File: src/sv/cpa_pkg.sv
// ----------------------------------------------------------------------------
// cpa_pkg
// Widths, codes and reset values shared by the page allocator files.
// ----------------------------------------------------------------------------
package cpa_pkg;

  localparam int SIZE_W    = 20;
  localparam int ADDR_W    = 32;
  localparam int PM_W      = 10;
  localparam int KB_W      = 11;
  localparam int CFG_IDX_W = 2;

  typedef enum logic [1:0] {
    ST_OK        = 2'd0,
    ST_ZERO      = 2'd1,
    ST_OOM       = 2'd2,
    ST_NOT_FOUND = 2'd3
  } status_t;

  localparam logic REQ_ALLOC = 1'b0;
  localparam logic REQ_FREE  = 1'b1;

  localparam logic [CFG_IDX_W-1:0] CFG_BASE_ADDRESS  = 2'd0;
  localparam logic [CFG_IDX_W-1:0] CFG_PAGES_MANAGED = 2'd1;

  localparam logic [ADDR_W-1:0] BASE_RESET  = 32'h1000_C000;
  localparam logic [PM_W-1:0]   PAGES_RESET = 10'd512;

endpackage

File: src/sv/cpa_size_div.sv
// ----------------------------------------------------------------------------
// cpa_size_div
// Page count of a byte size, registered in the cycle after start.
// ----------------------------------------------------------------------------
module cpa_size_div
  import cpa_pkg::*;
#(
  parameter int DIVISOR = 2048
) (
  input  logic              clk,
  input  logic              rst,
  input  logic              start,
  input  logic [SIZE_W-1:0] dividend,
  output logic              done,
  output logic [SIZE_W-1:0] quotient
);

  // The page size is a power of two, so the page count is a plain shift.
  localparam int SHIFT = $clog2(DIVISOR);

  always_ff @(posedge clk) begin
    if (rst) begin
      done <= 1'b0;
    end else begin
      done <= start;
      if (start) begin
        quotient <= dividend >> SHIFT;
      end
    end
  end

endmodule

File: config.mk
export PLATFORM = sky130hd
export DESIGN_NAME = cpa_size_div
export DESIGN_NICKNAME = d
export VERILOG_FILES = /design/src/sv/cpa_pkg.sv /design/src/sv/cpa_size_div.sv
export SDC_FILE = /design/constraint.sdc
export NUM_CORES = 1
export LEC_CHECK = 0
export BUFFER_PORTS_ARGS = -buffer_cell sky130_fd_sc_hd__buf_2
export CAP_MARGIN = 10
export CELL_PAD_IN_SITES_DETAIL_PLACEMENT = 1
export CELL_PAD_IN_SITES_GLOBAL_PLACEMENT = 2
export CORE_MARGIN = 2
export CORE_UTILIZATION = 16
export DETAILED_ROUTE_END_ITERATION = 6
export PLACE_DENSITY = 0.82
export SLEW_MARGIN = 40
export SYNTH_ARGS = -nofsm -noshare
export SYNTH_HDL_FRONTEND = slang
export SYNTH_SLANG_ARGS = --single-unit
File: constraint.sdc
create_clock -name clk -period 1.1 [get_ports clk]
set_input_delay 0.11 -clock clk [delete_from_list [all_inputs] [get_ports clk]]
set_output_delay 0.11 -clock clk [all_outputs]
set_load 0.02 [all_outputs]
# Yosys cells after proc, flatten, opt, wreduce, memory -nomap -nowiden
# Cells that the tools add are included.
[op_classes] bitwise=1 reduce_logical=1
[ops] op="2-bit AND reduction" n=1
[ops] op="1-bit inverter" n=1
[totals] output_inout_bits=21 input_bits=23 word_cells=4 reg_bits=10

# Logic depth before layout (Yosys ltp)
# Gate-level depths: netlist of run 1.
[logic_depth] word_depth=2 mapped_depth=1 depth_no_buf=1

# Least setup slack after synthesis of run 1
# Ideal clock, no wire load.
[synth_path] path_kind="input to register" from="input start" to="register quotient[0], enable pin" setup_time_ns=0.375 cell_stages=1 slack_ns=0.151 arrival_time_ns=0.574 cell_sequence="nor2b_1"
[synth_between] elab_chain_len=1
[synth_rtl] item="start, declared" line_no="cpa_size_div.sv:12" text="input logic start,"
[synth_rtl] item="2-bit AND reduction (no line)"
[synth_rtl] item="end signal, assigned" line_no="cpa_size_div.sv:27" text="quotient <= dividend >> SHIFT;"
[synth_rtl] item="end, declared" line_no="cpa_size_div.sv:15" text="output logic [SIZE_W-1:0] quotient"
# No other way between the ends.
# A chain may end at the register's enable or synchronous reset.

# Worst setup path in the final report of run 1
[layout_path] from="register quotient[0]" to="output quotient[0]"
# No word-level cell between the ends.

==> impl_metrics.toml, run 1 <==
[placed_design]
dpl-instance-area_sq_um = 492
hpwl_microns = 631
portBuffers = 21
place_congestion = 0.563
pre_cts_ws_ps = 289

[timing]
post-route-period-util = 0.816
rsz0062_at_grt = "false"
final.setup.worst_slack_ps = 203
fin_tns_setup_ps = 0
hold_viol = 0
setup_violations = 0
maxSlewViolCount = 0
max_freq_mhz = 1110
finalCriticalPeriod_ps = 897

[yosys]
synth_area_per_cell_sq_um = 16.2
synth_top_area_share = 0.695
synth_area_sq_um = 389
yosysTopAreaCell = "edfxtp_1"
synth-seq-area-share = 0.746
ys_ff_latch = 10
synth.area.top_cells = "edfxtp_1, buf_4, dfxtp_1"
yosysWarnings = 0
syn_inst = 24
ys_types = 5

[route]
ant_nets = 0
drt_iter0_markers = 0
wl_microns = 717
route.vias.total = 222
drt_pass1_iterations = 1
drc = 0
avgViaCountPerCell = 2.88
wl_per_cell_microns = 9.31

[critical_path]
worstPathArrival_ps = 790
crit_path_max_incr_delay_ps = 370
required_ps = 990
critPathLaunchType = "flip-flop"
critPathMaxFanout = 1
worstPathCellList = "buf_2"
critPathCaptureType = "output port"
critPathKind = "flip-flop to output port"
critical_path.top_delay_family = "flip-flops"
worst-path-buf-inv = 1
slowest_stage = "edfxtp_1"

[floorplanning]
core_area_sq_mm = 0.00225
die-area_sq_mm = 0.00284
die_w_microns = 53.3
start_util = 0.173
fp-row-count = 17
io-pin-count = 44
fp.dieH_microns = 53.3

[clock_network]
cts_buffers = 3
cts_sinks = 10
path_clk_slew_ps = 60
post_cts_buffers = 0
cts_resized = 0
clock_path_buffers = 2
htreeDepth = 1
cts_tree = "done"
cts_hold_buf = 0
root_buffer = "clkbuf_4"

[grt]
grt_usage = 0.0585
first_global_vias = 226
antenna_found_initial = 0
grt_max_degree = 10
grt_pass1_wl_microns = 1080
overflow = 0

[power_and_ir_drop]
p_leak_nw = 0.236
switching_power_uw = 202
pwr-share-comb = 0.146
intPower_uw = 614
p_per_area_mw_per_mm2 = 1570
power.share.switching = 0.247
ir_drop_mv = 0.596
seq_power_share = 0.548
clockPowerShare = 0.306

[layout]
n_fill_cell = 284
finalInstanceArea_sq_um = 518
num_antenna_cells = 0
area_growth_pct = 33.1
finalNetCount = 73
seq_area_sq_um = 290
multi_input_area_sq_um = 53.8
drive_above_1_share = 0.510

[hold_path]
holdPathEnd = "done"
worst_hold_path_type = "primary input to flip-flop"
hold_depth = 2
worstHoldStart = "rst"

[flow_run]
drv_cap = 0

[outcome]
status = "completed"
-- sequential cells by signal, indices dropped and copies added, names as in the netlist --
register,flops
quotient,9
done,1
-- layout make-up --
| class | instances | area share |
|---|---|---|
| Tap cell | 28 | 0.0676 |
| Clock buffer | 4 | 0.0507 |
| Sequential cell | 10 | 0.560 |
| Timing Repair Buffer | 22 | 0.217 |
| Multi-Input combinational cell | 13 | 0.104 |
-- routing by layer --
| metal | global-route usage | share of wire | vias up |
|---|---|---|---|
| met5 | 0 | 0 | - |
| met3 | 0.0395 | 0.086 | 0 |
| met4 | 0.0256 | 0 | 0 |
| met2 | 0.0823 | 0.51 | 13 |
| li1 | - | - | 107 |
| met1 | 0.0678 | 0.40 | 102 |
-- cells in the final DEF (no fill, tap or decap) --
cell type / netlist / final
buf_2: 0 / 21
conb_1: 1 / 11
edfxtp_1: 9 / 9
clkbuf_4: 0 / 3
nor2b_1: 2 / 2
clkbuf_1: 0 / 1
dfxtp_1: 1 / 1
buf_4: 11 / 1
-- cell families (layout without fill, tap and decap cells) --
family                 after synthesis  after routing  synth area share
flip-flops                          10             10             0.746
AND/OR/NAND/NOR                      2              2            0.0321
other                                1             11           0.00964
buffers and inverters               11             26             0.212
-- per-stage QoR --
step | hold slack, ps | utilization | instances | power [mW]
floorplan | 182 | - | 34 | 0.557
global placement | 285 | 0.218 | 73 | 0.573
detailed placement | 286 | 0.218 | 73 | 0.576
CTS | 15.7 | 0.230 | 77 | 0.831
global route | 6.69 | 0.230 | 77 | 0.868
finish | 23.0 | 0.230 | 77 | 0.815
-- worst max-delay path by stage --
stage                startpoint  cells after the start          end  slack [ps]
finish              quotient[0]                      1  quotient[0]         200
global route        quotient[0]                      1  quotient[0]         150
CTS                 quotient[0]                      1  quotient[0]         170
detailed placement          rst                      3  quotient[0]         290
global placement            rst                      3  quotient[0]         310
floorplan                 start                      1  quotient[0]         150
-- Yosys cell counts --
master    count
nor2b_1       2
buf_4        11
dfxtp_1       1
edfxtp_1      9
conb_1        1
-- power by group through the flow --
stage / clock network, mW / registers [mW] / logic, mW
after floorplan: 0 / 0.488 / 0.0692
after global placement: 0 / 0.454 / 0.119
after detailed placement: 0 / 0.456 / 0.120
after CTS: 0.263 / 0.448 / 0.120
after global routing: 0.291 / 0.449 / 0.129
final: 0.250 / 0.447 / 0.119
Note: power is estimated with default switching activity, not from simulation.
==> run 2, diff against run 1 <==
==> constraint.sdc (replaced) <==
create_clock -name clk -period 0.9 [get_ports clk]
set_input_delay 0.09 -clock clk [delete_from_list [all_inputs] [get_ports clk]]
set_output_delay 0.09 -clock clk [all_outputs]
set_load 0.02 [all_outputs]
==> run 2 against run 1 <==
Core utilization up 3.7 points. Routed wire length down 2.0%. Sequential share of layout area down 7.7 points. Count of clock-buffer cells in the layout unchanged. Clock power up 20%. Global-route usage down 0.19 points. Combinational power up 53%. Via count up 5.9%. Design area up 16%. Power up 27%. Cell count up 3.9%. Die area unchanged. Critical endpoint is now quotient[7]. Largest cell class unchanged.
==> impl_metrics.toml, run 2 (synthesis results as in run 1) <==
[layout]
final_common_cell = "buf_2"
regMostFlops = "quotient"
n_fill_cell = 265
num_antenna_cells = 0
finalInstanceArea_sq_um = 601
drive_above_1_share = 0.500
largestRegisters = "quotient (9), done (1)"
finalNetCount = 76
final_cell_mix = "buf_2, conb_1, edfxtp_1"
largest_reg_flops = 9
area_growth_pct = 54.3

[route]
wl_microns = 703
drt_pass1_iterations = 2
drc = 0
route.vias.total = 235
wl_per_cell_microns = 8.79
avgViaCountPerCell = 2.94
ant_nets = 0
drt_iter0_markers = 1

[grt]
overflow = 0
grt_usage = 0.0566
first_global_vias = 217
grt_max_degree = 10
antenna_found_initial = 0
grt_pass1_wl_microns = 979

[critical_path]
worst-path-buf-inv = 1
critPathKind = "flip-flop to output port"
worstPathCellList = "buf_6"
critical_path.top_delay_family = "flip-flops"
critPathMaxFanout = 1
slowest_stage = "edfxtp_1"
worstPathArrival_ps = 790
critPathLaunchType = "flip-flop"
required_ps = 810
crit_path_max_incr_delay_ps = 390
critPathCaptureType = "output port"

[timing]
post-route-period-util = 0.983
finalCriticalPeriod_ps = 885
fin_tns_setup_ps = 0
final.setup.worst_slack_ps = 15.2
maxSlewViolCount = 0
hold_viol = 0
setup_violations = 0
max_freq_mhz = 1130
rsz0062_at_grt = "true"
hold_slack_ps = 13.9

[placed_design]
pre_cts_ws_ps = 117
portBuffers = 21
dpl-instance-area_sq_um = 507
place_congestion = 0.573

[hold_path]
hold_depth = 1
worst_hold_path_type = "primary input to flip-flop"
worstHoldStart = "dividend[15]"
holdPathEnd = "quotient[4]"

[power_and_ir_drop]
p_leak_nw = 0.266
clockPowerShare = 0.290
p_per_area_mw_per_mm2 = 1720
switching_power_uw = 247
power.share.switching = 0.239
seq_power_share = 0.533
intPower_uw = 786
pwr-share-comb = 0.177
ir_drop_mv = 0.977
fin_total_pwr_mw = 1.03

[clock_network]
cts_tree = "done"
path_clk_slew_ps = 60
cts_sinks = 10
cts_buffers = 3
root_buffer = "clkbuf_4"
htreeDepth = 1
clock_path_buffers = 2

[floorplanning]
core_area_sq_mm = 0.00225
fp-row-count = 17
die-area_sq_mm = 0.00284
start_util = 0.173
die_w_microns = 53.3
fp.dieH_microns = 53.3
io-pin-count = 44

[outcome]
status = "completed"

[flow_run]
drv_cap = 0
==> run 2: metrics by stage <==
step           std cells  utilization
2_1_floorplan         34            -
3_3_place_gp          73        0.225
3_5_place_dp          73        0.225
4_1_cts               78        0.241
5_1_grt               80        0.266
6_report              80        0.266
==> run 2: worst max-delay path by stage <==
stage,endpoint,depth (start not counted),startpoint
4_1_cts,quotient[7],1,quotient[7]
5_1_grt,quotient[7],1,quotient[7]
6_report,quotient[7],1,quotient[7]
2_1_floorplan,quotient[0],1,start
3_3_place_gp,quotient[3],3,rst
3_5_place_dp,quotient[7],3,rst
==> run 2: routing by layer <==
metal | up-vias | GRT usage | share of wire
li1 | 115 | - | -
met1 | 102 | 0.0449 | 0.29
met2 | 18 | 0.0947 | 0.60
met3 | 0 | 0.0593 | 0.11
met4 | 0 | 0.0128 | 0
met5 | - | 0 | 0
==> run 2: cell type report <==
type	instances	area [sq um]	share of cell area
tap	28	35.0	0.0583
sequential	10	290	0.483
clock buffer	4	26.3	0.0438
multi-input combinational	13	56.3	0.0938
timing repair buffer	25	193	0.321
==> run 2: repair_timing <==
action	in CTS	in global routing
endpoints found under the hold margin	1	2
buffers inserted	0	0
hold buffers	1	2
gates resized for setup	0	12
endpoints found under the setup margin	0	6
==> run 2: power by group through the flow <==
| stage | Clock, mW | Combinational, mW | Sequential, mW |
|---|---|---|---|
| 3_3_place_gp | 0 | 0.152 | 0.555 |
| 6_report | 0.299 | 0.182 | 0.551 |
| 4_1_cts | 0.319 | 0.158 | 0.546 |
| 5_1_grt | 0.340 | 0.198 | 0.554 |
| 3_5_place_dp | 0 | 0.155 | 0.556 |
| 2_1_floorplan | 0 | 0.0853 | 0.596 |
==> run 3, diff against run 2 <==
--- a/config.mk
+++ b/config.mk
@@ -13,6 +13,7 @@
 export CORE_UTILIZATION = 16
 export DETAILED_ROUTE_END_ITERATION = 6
 export PLACE_DENSITY = 0.82
+export RECOVER_POWER = 50
 export SLEW_MARGIN = 40
 export SYNTH_ARGS = -nofsm -noshare
 export SYNTH_HDL_FRONTEND = slang
==> run 3 against run 2 <==
Power down 1.1%. First-iteration DRC count unchanged. Setup slack better by 1.9 ps. Worst hold slack better by 1.6 ps. Fmax up 0.21%. Sequential power about the same. Cell count unchanged. Design area down 3.3%. Critical path depth unchanged. Count of clock-buffer cells in the layout unchanged. Via count unchanged. Die area unchanged. Largest power group unchanged.
==> impl_metrics.toml, run 3 (synthesis results as in run 1) <==
[power_and_ir_drop]
ir_drop_mv = 0.971
p_per_area_mw_per_mm2 = 1760
switching_power_uw = 244
p_leak_nw = 0.255
power.share.switching = 0.239
pwr-share-comb = 0.169
clockPowerShare = 0.291
seq_power_share = 0.540
intPower_uw = 777

[layout]
largestRegisters = "quotient (9), done (1)"
regMostFlops = "quotient"
finalNetCount = 76
n_fill_cell = 269
final_util = 0.257
area_growth_pct = 49.2
drive_above_1_share = 0.442
final_common_cell = "buf_2"
final_cell_mix = "buf_2, conb_1, edfxtp_1"
num_antenna_cells = 0
largest_reg_flops = 9

[critical_path]
slowest_stage = "edfxtp_1"
worstPathArrival_ps = 790
required_ps = 810
critPathKind = "flip-flop to output port"
critical_path.top_delay_family = "flip-flops"
worstPathCellList = "buf_6"
critPathCaptureType = "output port"
worst-path-buf-inv = 1
critPathMaxFanout = 1
critPathLaunchType = "flip-flop"
crit_path_max_incr_delay_ps = 390

[timing]
hold_viol = 0
final.setup.worst_slack_ps = 17.0
setup_violations = 0
post-route-period-util = 0.981
rsz0062_at_grt = "true"
maxSlewViolCount = 0
finalCriticalPeriod_ps = 883
max_freq_mhz = 1130

[hold_path]
worst_hold_path_type = "primary input to flip-flop"
hold_depth = 1
holdPathEnd = "quotient[4]"
worstHoldStart = "dividend[15]"

[flow_run]
drv_cap = 0

[route]
drc = 0
avgViaCountPerCell = 2.94
wl_microns = 725
wl_per_cell_microns = 9.06
route.vias.total = 235
drt_pass1_iterations = 2
ant_nets = 0
drt_iter0_markers = 1

[floorplanning]
fp.dieH_microns = 53.3
die-area_sq_mm = 0.00284
io-pin-count = 44
start_util = 0.173
fp-row-count = 17
die_w_microns = 53.3
core_area_sq_mm = 0.00225

[clock_network]
root_buffer = "clkbuf_4"
clock_path_buffers = 2
htreeDepth = 1
cts_buffers = 3
cts_sinks = 10
cts_tree = "done"
path_clk_slew_ps = 60

[placed_design]
place_congestion = 0.573
portBuffers = 21
pre_cts_ws_ps = 117

[grt]
overflow = 0
antenna_found_initial = 0
grt_max_degree = 10
grt_pass1_wl_microns = 979
grt_usage = 0.0566
first_global_vias = 217

[outcome]
status = "completed"
## run 3: cell count changes in the layout (fill, tap and decap cells not counted), sizes merged
| cell | delta |
|---|---|
| buf | -2 |
| clkbuf | +2 |
## run 3: per-layer routing
layer  global-route usage  part of all wire  up-vias
met5                    0                 0        -
met3               0.0593              0.10        0
met4               0.0128                 0        0
met2               0.0947              0.57       18
met1               0.0449              0.33      103
li1                     -                 -      114
## run 3: area by class of cell
cell class	instances	area, sq um	share of cell area
multi-input cells	13	53.8	0.0927
repair buffers	25	175	0.302
flip-flops and latches	10	290	0.500
well taps	28	35.0	0.0603
clock buffers	4	26.3	0.0453
## run 3: how the worst max path moves through the flow
stage	end	depth (start not counted)	start
floorplan	quotient[0]	1	start
global placement	quotient[3]	3	rst
detailed placement	quotient[7]	3	rst
CTS	quotient[7]	1	quotient[7]
global route	quotient[7]	1	quotient[7]
finish	quotient[7]	1	quotient[7]
## run 3: metrics by stage
step | power [mW] | cells | TNS, ps | instance area (sq um) | hold WS (ps)
after floorplan | 0.682 | 34 | 0 | 429 | 162
after global placement | 0.706 | 73 | 0 | 507 | 269
final | 1.02 | 80 | 0 | 581 | 15.5
after detailed placement | 0.710 | 73 | 0 | 507 | 270
after global routing | 1.08 | 80 | -98.6 | 581 | 0.442
after CTS | 1.02 | 78 | 0 | 543 | 3.37
## run 3: repair_timing
item                       4_1_cts  5_1_grt
setup endpoints to repair        0        6
hold buffers                     1        2
hold endpoints to repair         1        2
resized for setup                0       12
buffers inserted                 0        0
## run 3: power groups by stage
stage,Sequential [mW],Clock [mW],Combinational (mW)
finish,0.551,0.297,0.172
global route,0.554,0.340,0.187
CTS,0.546,0.319,0.158
detailed placement,0.556,0,0.155
global placement,0.555,0,0.152
floorplan,0.596,0,0.0853
